--- src/gbts_pkg.sv ---
package gbts_pkg;

    typedef enum logic [2:0] {
        PH_IDLE  = 3'd0,
        PH_WAIT  = 3'd1,
        PH_RAMP  = 3'd2,
        PH_DWELL = 3'd3,
        PH_PAUSE = 3'd4,
        PH_DONE  = 3'd5
    } phase_t;

    typedef enum logic [2:0] {
        V_NONE = 3'd0,
        V_PASS = 3'd1,
        V_HIGH = 3'd2,
        V_LOW  = 3'd3,
        V_OPEN = 3'd4,
        V_OVER = 3'd5
    } verdict_t;

    typedef enum logic [1:0] {
        CS_IDLE,
        CS_CHECK,
        CS_DIV,
        CS_EXEC
    } ctrl_state_t;

    localparam logic [2:0] REG_WAIT   = 3'd0;
    localparam logic [2:0] REG_RAMP   = 3'd1;
    localparam logic [2:0] REG_DWELL  = 3'd2;
    localparam logic [2:0] REG_PAUSE  = 3'd3;
    localparam logic [2:0] REG_TARGET = 3'd4;
    localparam logic [2:0] REG_HIGH   = 3'd5;
    localparam logic [2:0] REG_LOW    = 3'd6;
    localparam logic [2:0] REG_ALARM  = 3'd7;

    localparam logic [15:0] CUR_BAND_1   = 16'd4000;
    localparam logic [15:0] CUR_BAND_2   = 16'd7000;
    localparam logic [15:0] CUR_BAND_3   = 16'd10000;
    localparam logic [15:0] COMP_RES_HI  = 16'd500;
    localparam logic [15:0] COMP_RES_LO  = 16'd10;
    localparam logic [15:0] COMP_ADD_1   = 16'd60;
    localparam logic [15:0] COMP_ADD_2   = 16'd40;
    localparam logic [15:0] COMP_ADD_3   = 16'd20;
    localparam logic [15:0] OPEN_CUR_MAX = 16'd10;
    localparam logic [15:0] OPEN_RES     = 16'hFFFF;
    localparam logic [15:0] KEEP_WRAP    = 16'd10000;
    localparam logic [15:0] DWELL_GRACE  = 16'd7;

    typedef struct packed {
        logic [15:0] wait_ticks;
        logic [15:0] ramp_ticks;
        logic [15:0] dwell_ticks;
        logic [15:0] pause_ticks;
        logic [15:0] target_current;
        logic [12:0] res_high_limit;
        logic [12:0] res_low_limit;
        logic [12:0] alarm_voltage;
    } cfg_t;

    typedef struct packed {
        logic capture;
        logic div_start;
        logic exec;
    } ctrl_cmd_t;

    typedef struct packed {
        logic start_test;
        logic div_busy;
    } dp_status_t;

    function automatic logic [16:0] times10(input logic [12:0] x);
        return {1'b0, x, 3'b000} + {3'b000, x, 1'b0};
    endfunction

endpackage

--- src/ground_bond_test_sequencer.sv ---
// Ground-bond test sequencer, advanced by one input beat per timer tick.
// The slave stream carries one tick of measurements; the master stream returns
// exactly one result beat for every input beat, in order.
// Registers are to be written over the APB port only while the block is idle;
// the block itself does not enforce this. pready is always high and a read
// returns the stored register value. An ordinary tick passes through the check
// and execute states before its result is registered; a tick that starts a test
// also waits in the divide state for the ramp step, which a serial divider
// forms by resolving one quotient bit per cycle. One tick is worked on at a
// time; the next beat is accepted once the result of the previous one sits in
// the output register, even if that result has not been taken yet.
// When the receiver stalls, the result waits in the output register and the
// block holds off further input until the register can be reloaded.
// Reset returns the sequencer to idle, clears all counters and the stored
// offset, and loads the register defaults (wait of one tick, high limit 6553).
module ground_bond_test_sequencer (
    input  logic        clk,
    input  logic        rst_n,
    input  logic        s_tvalid,
    output logic        s_tready,
    // stop_request, voltage_sample, current_sample, resistance_sample,
    // offset_apply, offset_capture, more_steps, zero fill
    input  logic [55:0] s_tdata,
    output logic        m_tvalid,
    input  logic        m_tready,
    // phase, current_setpoint, output_enable, elapsed_count, resistance_out,
    // verdict, zero fill
    output logic [55:0] m_tdata,
    input  logic        psel,
    input  logic        penable,
    input  logic        pwrite,
    input  logic [4:0]  paddr,
    input  logic [31:0] pwdata,
    output logic [31:0] prdata,
    output logic        pready
);

    gbts_pkg::cfg_t       cfg_reg;
    gbts_pkg::cfg_t       cfg_next;
    gbts_pkg::ctrl_cmd_t  cmd;
    gbts_pkg::dp_status_t status;
    logic                 wr_en;
    logic [2:0]           reg_idx;

    assign pready  = 1'b1;
    assign wr_en   = psel && penable && pwrite && pready;
    assign reg_idx = paddr[4:2];

    always_comb
    begin
        cfg_next = cfg_reg;
        if (wr_en)
        begin
            unique case (reg_idx)
                gbts_pkg::REG_WAIT:   cfg_next.wait_ticks     = pwdata[15:0];
                gbts_pkg::REG_RAMP:   cfg_next.ramp_ticks     = pwdata[15:0];
                gbts_pkg::REG_DWELL:  cfg_next.dwell_ticks    = pwdata[15:0];
                gbts_pkg::REG_PAUSE:  cfg_next.pause_ticks    = pwdata[15:0];
                gbts_pkg::REG_TARGET: cfg_next.target_current = pwdata[15:0];
                gbts_pkg::REG_HIGH:   cfg_next.res_high_limit = pwdata[12:0];
                gbts_pkg::REG_LOW:    cfg_next.res_low_limit  = pwdata[12:0];
                gbts_pkg::REG_ALARM:  cfg_next.alarm_voltage  = pwdata[12:0];
                default:              cfg_next = cfg_reg;
            endcase
        end
    end

    always_comb
    begin
        unique case (reg_idx)
            gbts_pkg::REG_WAIT:   prdata = {16'd0, cfg_reg.wait_ticks};
            gbts_pkg::REG_RAMP:   prdata = {16'd0, cfg_reg.ramp_ticks};
            gbts_pkg::REG_DWELL:  prdata = {16'd0, cfg_reg.dwell_ticks};
            gbts_pkg::REG_PAUSE:  prdata = {16'd0, cfg_reg.pause_ticks};
            gbts_pkg::REG_TARGET: prdata = {16'd0, cfg_reg.target_current};
            gbts_pkg::REG_HIGH:   prdata = {19'd0, cfg_reg.res_high_limit};
            gbts_pkg::REG_LOW:    prdata = {19'd0, cfg_reg.res_low_limit};
            gbts_pkg::REG_ALARM:  prdata = {19'd0, cfg_reg.alarm_voltage};
            default:              prdata = 32'd0;
        endcase
    end

    always_ff @(posedge clk or negedge rst_n)
    begin
        if (!rst_n)
        begin
            cfg_reg.wait_ticks     <= 16'd1;
            cfg_reg.ramp_ticks     <= 16'd0;
            cfg_reg.dwell_ticks    <= 16'd0;
            cfg_reg.pause_ticks    <= 16'd0;
            cfg_reg.target_current <= 16'd0;
            cfg_reg.res_high_limit <= 13'd6553;
            cfg_reg.res_low_limit  <= 13'd0;
            cfg_reg.alarm_voltage  <= 13'd0;
        end
        else
        begin
            cfg_reg <= cfg_next;
        end
    end

    gbts_ctrl u_ctrl (
        .clk      (clk),
        .rst_n    (rst_n),
        .s_tvalid (s_tvalid),
        .s_tready (s_tready),
        .m_tvalid (m_tvalid),
        .m_tready (m_tready),
        .status   (status),
        .cmd      (cmd)
    );

    gbts_dp u_dp (
        .clk      (clk),
        .rst_n    (rst_n),
        .cfg      (cfg_reg),
        .cmd      (cmd),
        .status   (status),
        .in_data  (s_tdata),
        .out_data (m_tdata)
    );

endmodule

--- src/gbts_div.sv ---
module gbts_div (
    input  logic        clk,
    input  logic        rst_n,
    input  logic        start,
    input  logic [15:0] dividend,
    input  logic [15:0] divisor,
    output logic        busy,
    output logic [15:0] quotient
);

    logic [15:0] rem_reg;
    logic [15:0] rem_next;
    logic [15:0] quo_reg;
    logic [15:0] quo_next;
    logic [15:0] dsr_reg;
    logic [15:0] dsr_next;
    logic [4:0]  cnt_reg;
    logic [4:0]  cnt_next;
    logic        busy_reg;
    logic        busy_next;
    logic [16:0] trial;

    assign trial = {rem_reg, quo_reg[15]};

    always_comb
    begin
        rem_next  = rem_reg;
        quo_next  = quo_reg;
        dsr_next  = dsr_reg;
        cnt_next  = cnt_reg;
        busy_next = busy_reg;
        if (start)
        begin
            rem_next  = '0;
            quo_next  = dividend;
            dsr_next  = divisor;
            cnt_next  = 5'd16;
            busy_next = 1'b1;
        end
        else if (busy_reg)
        begin
            if (trial >= {1'b0, dsr_reg})
            begin
                rem_next = 16'(trial - {1'b0, dsr_reg});
                quo_next = {quo_reg[14:0], 1'b1};
            end
            else
            begin
                rem_next = trial[15:0];
                quo_next = {quo_reg[14:0], 1'b0};
            end
            cnt_next = cnt_reg - 5'd1;
            if (cnt_reg == 5'd1)
            begin
                busy_next = 1'b0;
            end
        end
    end

    always_ff @(posedge clk or negedge rst_n)
    begin
        if (!rst_n)
        begin
            cnt_reg  <= '0;
            busy_reg <= 1'b0;
        end
        else
        begin
            cnt_reg  <= cnt_next;
            busy_reg <= busy_next;
        end
    end

    always_ff @(posedge clk)
    begin
        rem_reg <= rem_next;
        quo_reg <= quo_next;
        dsr_reg <= dsr_next;
    end

    assign busy     = busy_reg;
    assign quotient = quo_reg;

endmodule

--- src/gbts_dp.sv ---
module gbts_dp (
    input  logic                  clk,
    input  logic                  rst_n,
    input  gbts_pkg::cfg_t        cfg,
    input  gbts_pkg::ctrl_cmd_t   cmd,
    output gbts_pkg::dp_status_t  status,
    input  logic [55:0]           in_data,
    output logic [55:0]           out_data
);

    // Latched input beat.
    logic        stop_q;
    logic [15:0] volt_q;
    logic [15:0] cur_q;
    logic [15:0] res_q;
    logic        oa_q;
    logic        oc_q;
    logic        more_q;

    gbts_pkg::phase_t phase_reg, phase_next;
    logic [15:0] countdown_reg, countdown_next;
    logic [15:0] ramp_rem_reg, ramp_rem_next;
    logic [15:0] ramp_step_reg, ramp_step_next;
    logic [15:0] setpoint_reg, setpoint_next;
    logic [15:0] tick_reg, tick_next;
    logic [15:0] pause_left_reg, pause_left_next;
    logic [15:0] offset_reg, offset_next;
    logic [15:0] held_res_reg, held_res_next;
    logic [15:0] held_volt_reg, held_volt_next;
    logic [55:0] out_reg;
    logic [55:0] out_next;

    logic [15:0] divisor;
    logic        div_busy;
    logic [15:0] quotient;

    logic [16:0] high10;
    logic [16:0] low10;
    logic [16:0] alarm10;

    gbts_pkg::phase_t   ph;
    gbts_pkg::phase_t   nph;
    gbts_pkg::verdict_t verdict;
    gbts_pkg::verdict_t fault;
    logic [15:0] elapsed;
    logic [15:0] cnt;
    logic [15:0] cd_e;
    logic [15:0] rr_e;
    logic [15:0] sp_e;
    logic [15:0] tc_e;
    logic [15:0] hr_e;
    logic [15:0] hv_e;
    logic [15:0] res_ramp;
    logic [15:0] res_comp;
    logic [15:0] res_dwell;
    logic [15:0] comp_add;
    logic [18:0] cnt_x5;
    logic        enable;

    assign divisor = (cfg.ramp_ticks == 16'd0) ? 16'd1 : cfg.ramp_ticks;

    gbts_div u_div (
        .clk      (clk),
        .rst_n    (rst_n),
        .start    (cmd.div_start),
        .dividend (cfg.target_current),
        .divisor  (divisor),
        .busy     (div_busy),
        .quotient (quotient)
    );

    assign status.start_test = (phase_reg == gbts_pkg::PH_IDLE) && !stop_q;
    assign status.div_busy   = div_busy;

    assign high10  = gbts_pkg::times10(cfg.res_high_limit);
    assign low10   = gbts_pkg::times10(cfg.res_low_limit) + 17'd10;
    assign alarm10 = gbts_pkg::times10(cfg.alarm_voltage);

    function automatic logic is_high(input logic [15:0] r, input logic [16:0] lim10);
        return {1'b0, r} >= lim10;
    endfunction

    function automatic logic is_low(input logic [15:0] r, input logic [16:0] lim10p,
                                    input logic [12:0] lim);
        return (lim != 13'd0) && ({1'b0, r} < lim10p);
    endfunction

    function automatic logic is_over(input logic [15:0] v, input logic [16:0] al10,
                                     input logic [12:0] al);
        return (al != 13'd0) && ({1'b0, v} >= al10);
    endfunction

    function automatic logic [15:0] sub_off(input logic [15:0] r, input logic apply,
                                            input logic [15:0] off);
        logic [15:0] diff;
        diff = (r > off) ? (r - off) : 16'd0;
        return apply ? diff : r;
    endfunction

    always_comb
    begin
        priority if (cfg.target_current < gbts_pkg::CUR_BAND_1)
        begin
            comp_add = gbts_pkg::COMP_ADD_1;
        end
        else if (cfg.target_current < gbts_pkg::CUR_BAND_2)
        begin
            comp_add = gbts_pkg::COMP_ADD_2;
        end
        else if (cfg.target_current < gbts_pkg::CUR_BAND_3)
        begin
            comp_add = gbts_pkg::COMP_ADD_3;
        end
        else
        begin
            comp_add = 16'd0;
        end
    end

    always_comb
    begin
        phase_next      = phase_reg;
        countdown_next  = countdown_reg;
        ramp_rem_next   = ramp_rem_reg;
        ramp_step_next  = ramp_step_reg;
        setpoint_next   = setpoint_reg;
        tick_next       = tick_reg;
        pause_left_next = pause_left_reg;
        offset_next     = offset_reg;
        held_res_next   = held_res_reg;
        held_volt_next  = held_volt_reg;
        verdict         = gbts_pkg::V_NONE;
        fault           = gbts_pkg::V_NONE;
        elapsed         = 16'd0;
        ph              = phase_reg;
        nph             = phase_reg;
        cd_e            = countdown_reg;
        rr_e            = ramp_rem_reg;
        sp_e            = setpoint_reg;
        tc_e            = tick_reg;
        hr_e            = held_res_reg;
        hv_e            = held_volt_reg;
        cnt             = 16'd0;
        cnt_x5          = '0;
        res_ramp        = '0;
        res_comp        = '0;
        res_dwell       = '0;

        if (phase_reg == gbts_pkg::PH_DONE || (phase_reg == gbts_pkg::PH_IDLE && stop_q))
        begin
            phase_next    = gbts_pkg::PH_IDLE;
            setpoint_next = 16'd0;
            tick_next     = 16'd0;
        end
        else if (stop_q)
        begin
            phase_next    = gbts_pkg::PH_DONE;
            verdict       = gbts_pkg::V_PASS;
            setpoint_next = 16'd0;
            elapsed       = tick_reg;
            tick_next     = 16'd0;
        end
        else
        begin
            if (phase_reg == gbts_pkg::PH_IDLE)
            begin
                cd_e           = (cfg.wait_ticks == 16'd0) ? 16'd1 : cfg.wait_ticks;
                rr_e           = divisor;
                ramp_step_next = quotient;
                sp_e           = 16'd0;
                tc_e           = 16'd0;
                hr_e           = 16'd0;
                hv_e           = 16'd0;
                ph             = gbts_pkg::PH_WAIT;
            end
            countdown_next = cd_e;
            ramp_rem_next  = rr_e;
            setpoint_next  = sp_e;
            held_res_next  = hr_e;
            held_volt_next = hv_e;
            nph            = ph;
            cnt            = tc_e + 16'd1;
            cnt_x5         = {3'b000, cnt} + {1'b0, cnt, 2'b00};

            unique case (ph)
                gbts_pkg::PH_WAIT:
                begin
                    countdown_next = cd_e - 16'd1;
                    if (countdown_next == 16'd0)
                    begin
                        if (rr_e <= 16'd1)
                        begin
                            nph            = gbts_pkg::PH_DWELL;
                            setpoint_next  = cfg.target_current;
                            countdown_next = cfg.dwell_ticks;
                        end
                        else
                        begin
                            nph           = gbts_pkg::PH_RAMP;
                            setpoint_next = 16'd0;
                        end
                    end
                end
                gbts_pkg::PH_RAMP:
                begin
                    held_volt_next = volt_q;
                    ramp_rem_next  = rr_e - 16'd1;
                    if (ramp_rem_next == 16'd0)
                    begin
                        nph            = gbts_pkg::PH_DWELL;
                        setpoint_next  = cfg.target_current;
                        countdown_next = cfg.dwell_ticks;
                    end
                    else
                    begin
                        setpoint_next = sp_e + ramp_step_reg;
                    end
                    res_ramp      = sub_off(res_q, oa_q, offset_reg);
                    held_res_next = res_ramp;
                    if (cnt_x5 > {3'b000, cfg.ramp_ticks})
                    begin
                        if (cur_q <= gbts_pkg::OPEN_CUR_MAX)
                        begin
                            fault         = gbts_pkg::V_OPEN;
                            held_res_next = gbts_pkg::OPEN_RES;
                        end
                        else if (is_high(res_ramp, high10))
                        begin
                            fault = gbts_pkg::V_HIGH;
                        end
                    end
                    if (fault == gbts_pkg::V_NONE && is_over(volt_q, alarm10, cfg.alarm_voltage))
                    begin
                        fault = gbts_pkg::V_OVER;
                    end
                end
                gbts_pkg::PH_DWELL:
                begin
                    held_volt_next = volt_q;
                    res_comp = res_q;
                    if (res_q < gbts_pkg::COMP_RES_HI && res_q > gbts_pkg::COMP_RES_LO)
                    begin
                        res_comp = res_q + comp_add;
                    end
                    if (cd_e == 16'd0)
                    begin
                        if (tc_e >= gbts_pkg::KEEP_WRAP)
                        begin
                            cnt = 16'd1;
                        end
                    end
                    else
                    begin
                        countdown_next = cd_e - 16'd1;
                        if (countdown_next == 16'd0)
                        begin
                            if (cfg.pause_ticks != 16'd0 && more_q)
                            begin
                                nph             = gbts_pkg::PH_PAUSE;
                                pause_left_next = cfg.pause_ticks;
                            end
                            else
                            begin
                                nph     = gbts_pkg::PH_DONE;
                                verdict = gbts_pkg::V_PASS;
                            end
                            setpoint_next = 16'd0;
                        end
                    end
                    held_res_next = res_comp;
                    if (nph == gbts_pkg::PH_DWELL)
                    begin
                        res_dwell     = sub_off(res_comp, oa_q, offset_reg);
                        held_res_next = res_dwell;
                        if (cnt > gbts_pkg::DWELL_GRACE)
                        begin
                            priority if (cur_q <= gbts_pkg::OPEN_CUR_MAX)
                            begin
                                fault         = gbts_pkg::V_OPEN;
                                held_res_next = gbts_pkg::OPEN_RES;
                            end
                            else if (is_high(res_dwell, high10))
                            begin
                                fault = gbts_pkg::V_HIGH;
                            end
                            else if (is_low(res_dwell, low10, cfg.res_low_limit))
                            begin
                                fault = gbts_pkg::V_LOW;
                            end
                            else if (is_over(volt_q, alarm10, cfg.alarm_voltage))
                            begin
                                fault = gbts_pkg::V_OVER;
                            end
                            else
                            begin
                                fault = gbts_pkg::V_NONE;
                            end
                        end
                        if (oc_q && fault != gbts_pkg::V_OPEN)
                        begin
                            offset_next = res_dwell;
                        end
                    end
                end
                default:
                begin
                    if (is_high(hr_e, high10))
                    begin
                        fault = gbts_pkg::V_HIGH;
                    end
                    else if (is_over(hv_e, alarm10, cfg.alarm_voltage))
                    begin
                        fault = gbts_pkg::V_OVER;
                    end
                    pause_left_next = pause_left_reg - 16'd1;
                    if (pause_left_next == 16'd0)
                    begin
                        nph     = gbts_pkg::PH_DONE;
                        verdict = gbts_pkg::V_PASS;
                    end
                end
            endcase

            if (fault != gbts_pkg::V_NONE)
            begin
                nph     = gbts_pkg::PH_DONE;
                verdict = fault;
            end
            if (nph == gbts_pkg::PH_DONE)
            begin
                setpoint_next = 16'd0;
            end
            elapsed    = cnt;
            tick_next  = (nph != ph) ? 16'd0 : cnt;
            phase_next = nph;
        end

        enable   = (phase_next >= gbts_pkg::PH_WAIT) && (phase_next <= gbts_pkg::PH_PAUSE);
        out_next = {1'b0, verdict, held_res_next, elapsed, enable, setpoint_next, phase_next};
    end

    always_ff @(posedge clk or negedge rst_n)
    begin
        if (!rst_n)
        begin
            phase_reg      <= gbts_pkg::PH_IDLE;
            countdown_reg  <= '0;
            ramp_rem_reg   <= '0;
            ramp_step_reg  <= '0;
            setpoint_reg   <= '0;
            tick_reg       <= '0;
            pause_left_reg <= '0;
            offset_reg     <= '0;
            held_res_reg   <= '0;
            held_volt_reg  <= '0;
        end
        else if (cmd.exec)
        begin
            phase_reg      <= phase_next;
            countdown_reg  <= countdown_next;
            ramp_rem_reg   <= ramp_rem_next;
            ramp_step_reg  <= ramp_step_next;
            setpoint_reg   <= setpoint_next;
            tick_reg       <= tick_next;
            pause_left_reg <= pause_left_next;
            offset_reg     <= offset_next;
            held_res_reg   <= held_res_next;
            held_volt_reg  <= held_volt_next;
        end
    end

    always_ff @(posedge clk)
    begin
        if (cmd.capture)
        begin
            stop_q <= in_data[0];
            volt_q <= in_data[16:1];
            cur_q  <= in_data[32:17];
            res_q  <= in_data[48:33];
            oa_q   <= in_data[49];
            oc_q   <= in_data[50];
            more_q <= in_data[51];
        end
        if (cmd.exec)
        begin
            out_reg <= out_next;
        end
    end

    assign out_data = out_reg;

endmodule

--- src/gbts_ctrl.sv ---
module gbts_ctrl (
    input  logic                  clk,
    input  logic                  rst_n,
    input  logic                  s_tvalid,
    output logic                  s_tready,
    output logic                  m_tvalid,
    input  logic                  m_tready,
    input  gbts_pkg::dp_status_t  status,
    output gbts_pkg::ctrl_cmd_t   cmd
);

    gbts_pkg::ctrl_state_t state_reg, state_next;
    logic out_valid_reg;
    logic out_valid_next;
    logic slot_free;

    assign slot_free = !out_valid_reg || m_tready;

    always_comb
    begin
        state_next = state_reg;
        unique case (state_reg)
            gbts_pkg::CS_IDLE:
            begin
                if (s_tvalid)
                begin
                    state_next = gbts_pkg::CS_CHECK;
                end
            end
            gbts_pkg::CS_CHECK:
            begin
                state_next = status.start_test ? gbts_pkg::CS_DIV : gbts_pkg::CS_EXEC;
            end
            gbts_pkg::CS_DIV:
            begin
                if (!status.div_busy)
                begin
                    state_next = gbts_pkg::CS_EXEC;
                end
            end
            gbts_pkg::CS_EXEC:
            begin
                if (slot_free)
                begin
                    state_next = gbts_pkg::CS_IDLE;
                end
            end
            default:
            begin
                state_next = gbts_pkg::CS_IDLE;
            end
        endcase
    end

    always_comb
    begin
        s_tready      = (state_reg == gbts_pkg::CS_IDLE);
        cmd.capture   = s_tready && s_tvalid;
        cmd.div_start = (state_reg == gbts_pkg::CS_CHECK) && status.start_test;
        cmd.exec      = (state_reg == gbts_pkg::CS_EXEC) && slot_free;
        if (cmd.exec)
        begin
            out_valid_next = 1'b1;
        end
        else if (m_tready)
        begin
            out_valid_next = 1'b0;
        end
        else
        begin
            out_valid_next = out_valid_reg;
        end
    end

    always_ff @(posedge clk or negedge rst_n)
    begin
        if (!rst_n)
        begin
            state_reg     <= gbts_pkg::CS_IDLE;
            out_valid_reg <= 1'b0;
        end
        else
        begin
            state_reg     <= state_next;
            out_valid_reg <= out_valid_next;
        end
    end

    assign m_tvalid = out_valid_reg;

endmodule
--- config.mk ---
export PLATFORM = sky130hd
export DESIGN_NAME = ground_bond_test_sequencer
export DESIGN_NICKNAME = d
export VERILOG_FILES = /design/src/gbts_pkg.sv /design/src/ground_bond_test_sequencer.sv /design/src/gbts_div.sv /design/src/gbts_dp.sv /design/src/gbts_ctrl.sv
export SDC_FILE = /design/constraint.sdc
export NUM_CORES = 1
export LEC_CHECK = 0
export BUFFER_PORTS_ARGS = -buffer_cell sky130_fd_sc_hd__buf_2
export CAP_MARGIN = 25
export CELL_PAD_IN_SITES_DETAIL_PLACEMENT = 2
export CELL_PAD_IN_SITES_GLOBAL_PLACEMENT = 2
export CORE_MARGIN = 5
export CORE_UTILIZATION = 43
export CTS_CLUSTER_DIAMETER = 60
export CTS_CLUSTER_SIZE = 30
export DETAILED_ROUTE_END_ITERATION = 10
export PLACE_DENSITY_LB_ADDON = 0.1
export SYNTH_ARGS = -nofsm -noshare
export SYNTH_HDL_FRONTEND = slang
export SYNTH_SLANG_ARGS = --single-unit
export TNS_END_PERCENT = 50
--- constraint.sdc ---
create_clock -name clk -period 15.05 [get_ports clk]
set_input_delay 0.7525 -clock clk [delete_from_list [all_inputs] [get_ports clk]]
set_output_delay 0.7525 -clock clk [all_outputs]
set_load 0.01 [all_outputs]
==> results of run 1 <==
metrics by stage:
step / utilization [%] / power, uW
2_1_floorplan: - / 3540
3_3_place_gp: 45.8 / 4270
3_5_place_dp: 45.8 / 4500
4_1_cts: 48.3 / 5840
5_1_grt: 48.4 / 6170
6_report: 48.4 / 5830
area by class of cell:
type / instances / area [sq um]
clock inverters: 39 / 453
flip-flops and latches: 430 / 11400
clock buffers: 51 / 1250
repair buffers: 204 / 1220
fillers: 7325 / 35400
inverters: 159 / 598
well taps: 931 / 1160
multi-input cells: 2472 / 17100
placed cells by master, fill, tap and decap left out, types with 20 or more instances in the layout:
| cell | netlist | routed |
|---|---|---|
| edfxtp_1 | 139 | 139 |
| clkbuf_16 | 0 | 50 |
| buf_2 | 6 | 150 |
| buf_4 | 18 | 48 |
| dfrtp_1 | 267 | 267 |
| nor3_1 | 77 | 77 |
| nand2b_1 | 28 | 28 |
| nand2_1 | 273 | 272 |
| nand3_1 | 53 | 53 |
| xnor2_1 | 84 | 84 |
| a21oi_1 | 283 | 281 |
| and2_1 | 59 | 58 |
| nor2b_1 | 24 | 24 |
| nor4_1 | 44 | 44 |
| nor2_1 | 270 | 266 |
| o21a_1 | 44 | 44 |
| o211ai_1 | 24 | 24 |
| o21ai_0 | 219 | 219 |
| mux2i_1 | 40 | 40 |
| a21o_1 | 43 | 43 |
| xor2_1 | 46 | 46 |
| a211oi_1 | 28 | 27 |
| a22o_1 | 33 | 33 |
| ha_1 | 247 | 247 |
| a221oi_1 | 21 | 21 |
| or4_1 | 20 | 20 |
| mux2_2 | 130 | 130 |
| o22ai_1 | 21 | 21 |
| nand4_1 | 39 | 39 |
| a22oi_1 | 23 | 23 |
| inv_1 | 157 | 157 |
| o31ai_1 | 31 | 30 |
how the worst max path moves through the flow:
stage | cells past startpoint | start | end | slack, ps
finish | 31 | cfg_reg[45] | u_dp.out_data[13] | 5990
global route | 33 | cfg_reg[45] | u_dp.setpoint_reg[7] | 5490
CTS | 33 | cfg_reg[45] | u_dp.out_data[13] | 6020
detailed placement | 33 | cfg_reg[45] | u_dp.out_data[13] | 6160
global placement | 33 | cfg_reg[43] | u_dp.out_data[13] | 6580
floorplan | 37 | u_dp.phase_reg[1] | u_dp.setpoint_reg[15] | 6630
kinds of logic after synthesis:
| family | share of synthesized area (%) |
|---|---|
| xor gates and xnor gates | 3.82 |
| other | 0.0252 |
| muxes | 7.22 |
| adders and majority gates | 10.8 |
| DFF | 38.2 |
| buffers and inverters | 4.59 |
| and+or+nand+nor | 15.4 |
| AOI/OAI and AO/OA | 19.8 |
power by group through the flow:
| stage | registers (uW) | clock network (uW) | logic [uW] |
|---|---|---|---|
| 6_report | 1910 | 1290 | 2630 |
| 3_3_place_gp | 1890 | 0 | 2380 |
| 3_5_place_dp | 1920 | 0 | 2580 |
| 4_1_cts | 1900 | 1310 | 2620 |
| 2_1_floorplan | 1790 | 0 | 1750 |
| 5_1_grt | 1930 | 1370 | 2870 |
per-layer routing:
| layer | part of all wire [%] | up-vias |
|---|---|---|
| met1 | 41 | 13700 |
| met4 | 5.2 | 2 |
| met2 | 49 | 692 |
| met3 | 4.3 | 264 |
| li1 | - | 12000 |
| met5 | 0.057 | - |
==> results_dict.tcl, run 1 <==
set metrics [dict create \
    fp-row-count 96 \
    clockPowerShare_pct 22.2 \
    hpwl_microns 86500 \
    numClockSinks 430 \
    synth.distinct_cells 90 \
    drive_gt1_share_pct 14.7 \
    endpoint_kind "flop" \
    remaining_drc_errors 0 \
    cts_max_path_buffers 3 \
    rsz0062_at_grt "false" \
    crit_fanout 32 \
    ant_nets 0 \
    drv_slew 0 \
    drt-vias-per-instance 6.22 \
    p_sw_share_pct 44.6 \
    fmaxAchievable_ghz 0.110 \
    async_reset_ff_share_pct 64.0 \
    ys_ff_latch 430 \
    routedWlPerCell_microns 27.2 \
    cts_hold_buf 0 \
    holdWs_ps 122 \
    postCtsSetupBuffers 0 \
    pin_count 191 \
    worstSetupStartpointType "flop" \
    synth_top_area_share_pct 22.4 \
    critPathSlowestCell "dfrtp_1" \
    yosys-top-cells-count "a21oi_1 (283), nand2_1 (273), nor2_1 (270)" \
    syn_inst 3226 \
    r2r_cells 31 \
    use_met3_pct 3.78 \
    hp-class "in2async" \
    wl_microns 117000 \
    track_usage_pct 30.2 \
    synth_most_common_cell "a21oi_1" \
    cp_slowest_stage_delay_ps 550 \
    synthFlopType "dfrtp_1" \
    insertedDiodeCount 0 \
    pwr-share-seq_pct 32.8 \
    dr.pass1.iters 5 \
    irDropWorstVdd_v 0.000107 \
    crit_type "reg2reg" \
    fin_crit_ps 9060 \
    max_slew_margin_pct 23.0 \
    cts_tree "yes" \
    worstPathRequired_ps 15470 \
    grt_max_degree 81 \
    core_sq_um 68600 \
    cp.buffers_inverters 5 \
    die_y_microns 273 \
    placed_cells 4191 \
    postLayoutCellArea_sq_um 33200 \
    grt-ovfl-total 0 \
    combPwrFrac_pct 45.1 \
    synth_edf_count 139 \
    grt_pass1_wl_microns 176000 \
    start_util_pct 43.4 \
    synth.area.top_cells "dfrtp_1 (22%), edfxtp_1 (14%), ha_1 (10%)" \
    final_nets 3669 \
    tns_ps 0 \
    die-width_microns 273 \
    fin_cells 4286 \
    layout_setup_ws_ps 5990 \
    skew_ps 30.2 \
    cts_resized 0 \
    avgSynthCellArea_sq_um 9.23 \
    io_buffers 150 \
    cts_buffers 48 \
    htree_num_levels 2 \
    hold_viol 0 \
    r2r_end "u_dp.out_data[13]" \
    placed_cell_area_sq_um 31400 \
    r2r_start "cfg_reg[45]" \
    vias 26700 \
    finalSetupViolCount 0 \
    cpMostUsedCell "o21ai_0" \
    post-place-ws_ps 6160 \
    yosysWarningCount 0 \
    p_switching_uw 2600 \
    synth-seq-area-share_pct 38.2 \
    grt_pass1_vias 29200 \
    timing.final.crit_share_pct 60.2 \
    worst_slew_pin_slew_ps 1140 \
    largest_reg_flops 119 \
    worstSkewPairLatency_ps 620 \
    use_met1_pct 37.2 \
    drv_cap 0 \
    grt-busiest-layer "met2" \
    cp.arrival_ps 9480 \
    gp_congestion 0.937 \
    drt_iter0_drc 1819 \
    status "complete, no violations" \
    syn-cell-area_sq_um 29800 \
    p_leak_uw 0.0144 \
    synth.largest_area_cell "dfrtp_1" \
    antenna_found_initial 3 \
    regToRegSetupSlack_ps 5990 \
    p_int_uw 3230 \
    power_density_nw_per_um2 175 \
    cp_top_family "compound AO/OA/AOI/OAI gates" \
    use_met2_pct 52.8 \
    root_buffer "clkbuf_16" \
    clk_pin_slew_ps 70 \
    die_area_sq_um 74600 \
    area_growth_pct 11.6 \
]
No activity file was read; power rests on OpenSTA's default activity.
==> inputs of run 2 (changes only) <==
--- a/config.mk
+++ b/config.mk
@@ -10,7 +10,7 @@
 export CELL_PAD_IN_SITES_DETAIL_PLACEMENT = 2
 export CELL_PAD_IN_SITES_GLOBAL_PLACEMENT = 2
 export CORE_MARGIN = 5
-export CORE_UTILIZATION = 43
+export CORE_UTILIZATION = 39
 export CTS_CLUSTER_DIAMETER = 60
 export CTS_CLUSTER_SIZE = 30
 export DETAILED_ROUTE_END_ITERATION = 10
==> constraint.sdc (replaced) <==
create_clock -name clk -period 8.9 [get_ports clk]
set_input_delay 0.445 -clock clk [delete_from_list [all_inputs] [get_ports clk]]
set_output_delay 0.445 -clock clk [all_outputs]
set_load 0.01 [all_outputs]
==> run 2 against run 1 <==
Effect of this change: utilization is 3.4 points lower; first-iteration DRC count is 29% lower; sequential power is 69% higher; hold slack worse by 80 ps; total power is 73% higher; count of clock-buffer cells in the layout is 8 higher; clock power is 81% higher; setup slack worse by 5600 ps; global-route usage is 1.7 points lower; routed wire length is 3.1% higher; critical path type unchanged; critical endpoint is now u_dp.setpoint_reg[15]; largest cell class unchanged.
==> results_dict.tcl, run 2 (same netlist as run 1, synthesis figures left out) <==
set metrics [dict create \
    cts_buffers 52 \
    drv_cap 0 \
    start_util_pct 39.3 \
    worstSkewPairLatency_ps 640 \
    drt-vias-per-instance 6.10 \
    grt_pass1_wl_microns 182000 \
    gp_congestion 0.901 \
    hp-class "in2reg" \
    final_nets 3741 \
    timing.final.crit_share_pct 95.6 \
    fin_crit_ps 8510 \
    vias 26900 \
    critPathSlowestCell "dfrtp_1" \
    grt-ovfl-total 0 \
    drt_iter0_drc 1290 \
    worstPathRequired_ps 9410 \
    drv_slew 0 \
    fp-row-count 101 \
    pin_count 191 \
    finalPower_uw 10100 \
    core_sq_um 75800 \
    routedWlPerCell_microns 27.3 \
    status "complete, no violations" \
    io_buffers 150 \
    fin_cells 4410 \
    grt_max_degree 170 \
    antenna_found_initial 2 \
    crit_type "reg2reg" \
    crit_fanout 32 \
    cts_tree "yes" \
    finalSetupViolCount 0 \
    hold_viol 0 \
    drive_gt1_share_pct 15.0 \
    max_slew_margin_pct 27.7 \
    skew_ps 24.6 \
    htree_num_levels 2 \
    numClockSinks 430 \
    die_y_microns 286 \
    clk_pin_slew_ps 70 \
    p_leak_uw 0.0148 \
    grt_pass1_vias 29700 \
    placed_cells 4254 \
    wl_microns 120000 \
    ant_nets 0 \
    worstSetupStartpointType "flop" \
    fmaxAchievable_ghz 0.117 \
    hpwl_microns 88100 \
    fin_util_pct 45.0 \
    area_growth_pct 14.6 \
    dr.pass1.iters 6 \
    track_usage_pct 28.5 \
    largest_reg_flops 119 \
    worst_slew_pin_slew_ps 1080 \
    cp_slowest_stage_delay_ps 480 \
    final_common_cell "a21oi_1" \
    die-width_microns 286 \
    power_density_nw_per_um2 295 \
    die_area_sq_um 82000 \
    remaining_drc_errors 0 \
    fillers 8113 \
    cts_max_path_buffers 3 \
    root_buffer "clkbuf_16" \
    cp.arrival_ps 9030 \
    endpoint_kind "flop" \
    irDropWorstVdd_v 0.000175 \
    tns_ps 0 \
    layout_common_cells "a21oi_1 (281), nand2_1 (272), dfrtp_1 (267)" \
]
==> run 2: cell types whose count changed in the layout (fill, tap and decap cells not counted), moves of 3 or more <==
cell           previous run  this run
dlygate4sd3_1             0        52
clkbuf_16                50        55
clkinvlp_4                4         1
inv_8                    11         6
buf_4                    48        62
clkinv_8                  4        10
inv_6                     4        11
==> run 2: routing by layer <==
metal | vias to the layer above | GRT usage (%) | part of all wire (%) | routed length, microns
met4 | 2 | 12.7 | 5.2 | 6200
met5 | - | 0 | 0.0058 | 7
met2 | 650 | 50.0 | 49 | 59200
li1 | 12100 | - | - | -
met3 | 279 | 3.93 | 4.2 | 5100
met1 | 13800 | 34.9 | 41 | 49800
==> run 2: report_power, final <==
part	switching [uW]	internal (uW)	total, uW	leakage [uW]
combinational	2780	1720	4500	0.00901
clock	1070	1260	2330	0.000912
sequential	581	2640	3220	0.00487
total	4440	5620	10100	0.0148
==> run 2: path summary, 6_finish.rpt <==
path | start | to | slack, ps | cells past startpoint
min reg2reg | u_dp.u_div.rem_reg[15] | u_dp.u_div.rem_reg[15] | 490 | 2
max reg2reg | cfg_reg[45] | u_dp.setpoint_reg[15] | 390 | 34
max | cfg_reg[45] | u_dp.setpoint_reg[15] | 390 | 34
max in group asynchronous | rst_n | cfg_reg[28] | 6390 | 4
min in group asynchronous | rst_n | u_dp.u_div.busy | 370 | 2
min | s_tdata[50] | u_dp.oc_q | 40 | 1
==> run 2: area by class of cell <==
class,count,area [sq um],share of cell area [%]
Antenna cell,1,2.50,0.00733
Clock buffer,59,1400,4.11
Clock inverter,39,475,1.39
Inverter,159,598,1.75
Multi-Input combinational cell,2472,17200,50.3
Sequential cell,430,11400,33.4
Tap cell,978,1220,3.59
Timing Repair Buffer,272,1880,5.52
==> run 2: timing repair <==
action / 4_1_cts / 5_1_grt
hold endpoints to repair: 117 / 0
setup endpoints to repair: 0 / 32
buffers inserted: 0 / 1
hold buffers: 52 / 0
gates resized for setup: 0 / 2
==> run 2: critical path, delay by kind of cell (launching register included) <==
family | cells | cell delay (ps)
fa+ha+maj | 4 | 1390
buf+inv | 4 | 480
simple gates | 13 | 2810
flops | 1 | 480
xor+xnor | 2 | 340
compound gates | 11 | 2850
==> run 2: stage by stage <==
stage	setup WS, ps	hold slack [ps]	instance area, sq um
6_report	389	42.5	34100
5_1_grt	-1.08	25.9	34100
4_1_cts	280	16.1	34100
3_5_place_dp	364	467	31700
3_3_place_gp	513	459	31600
2_1_floorplan	476	149	29800
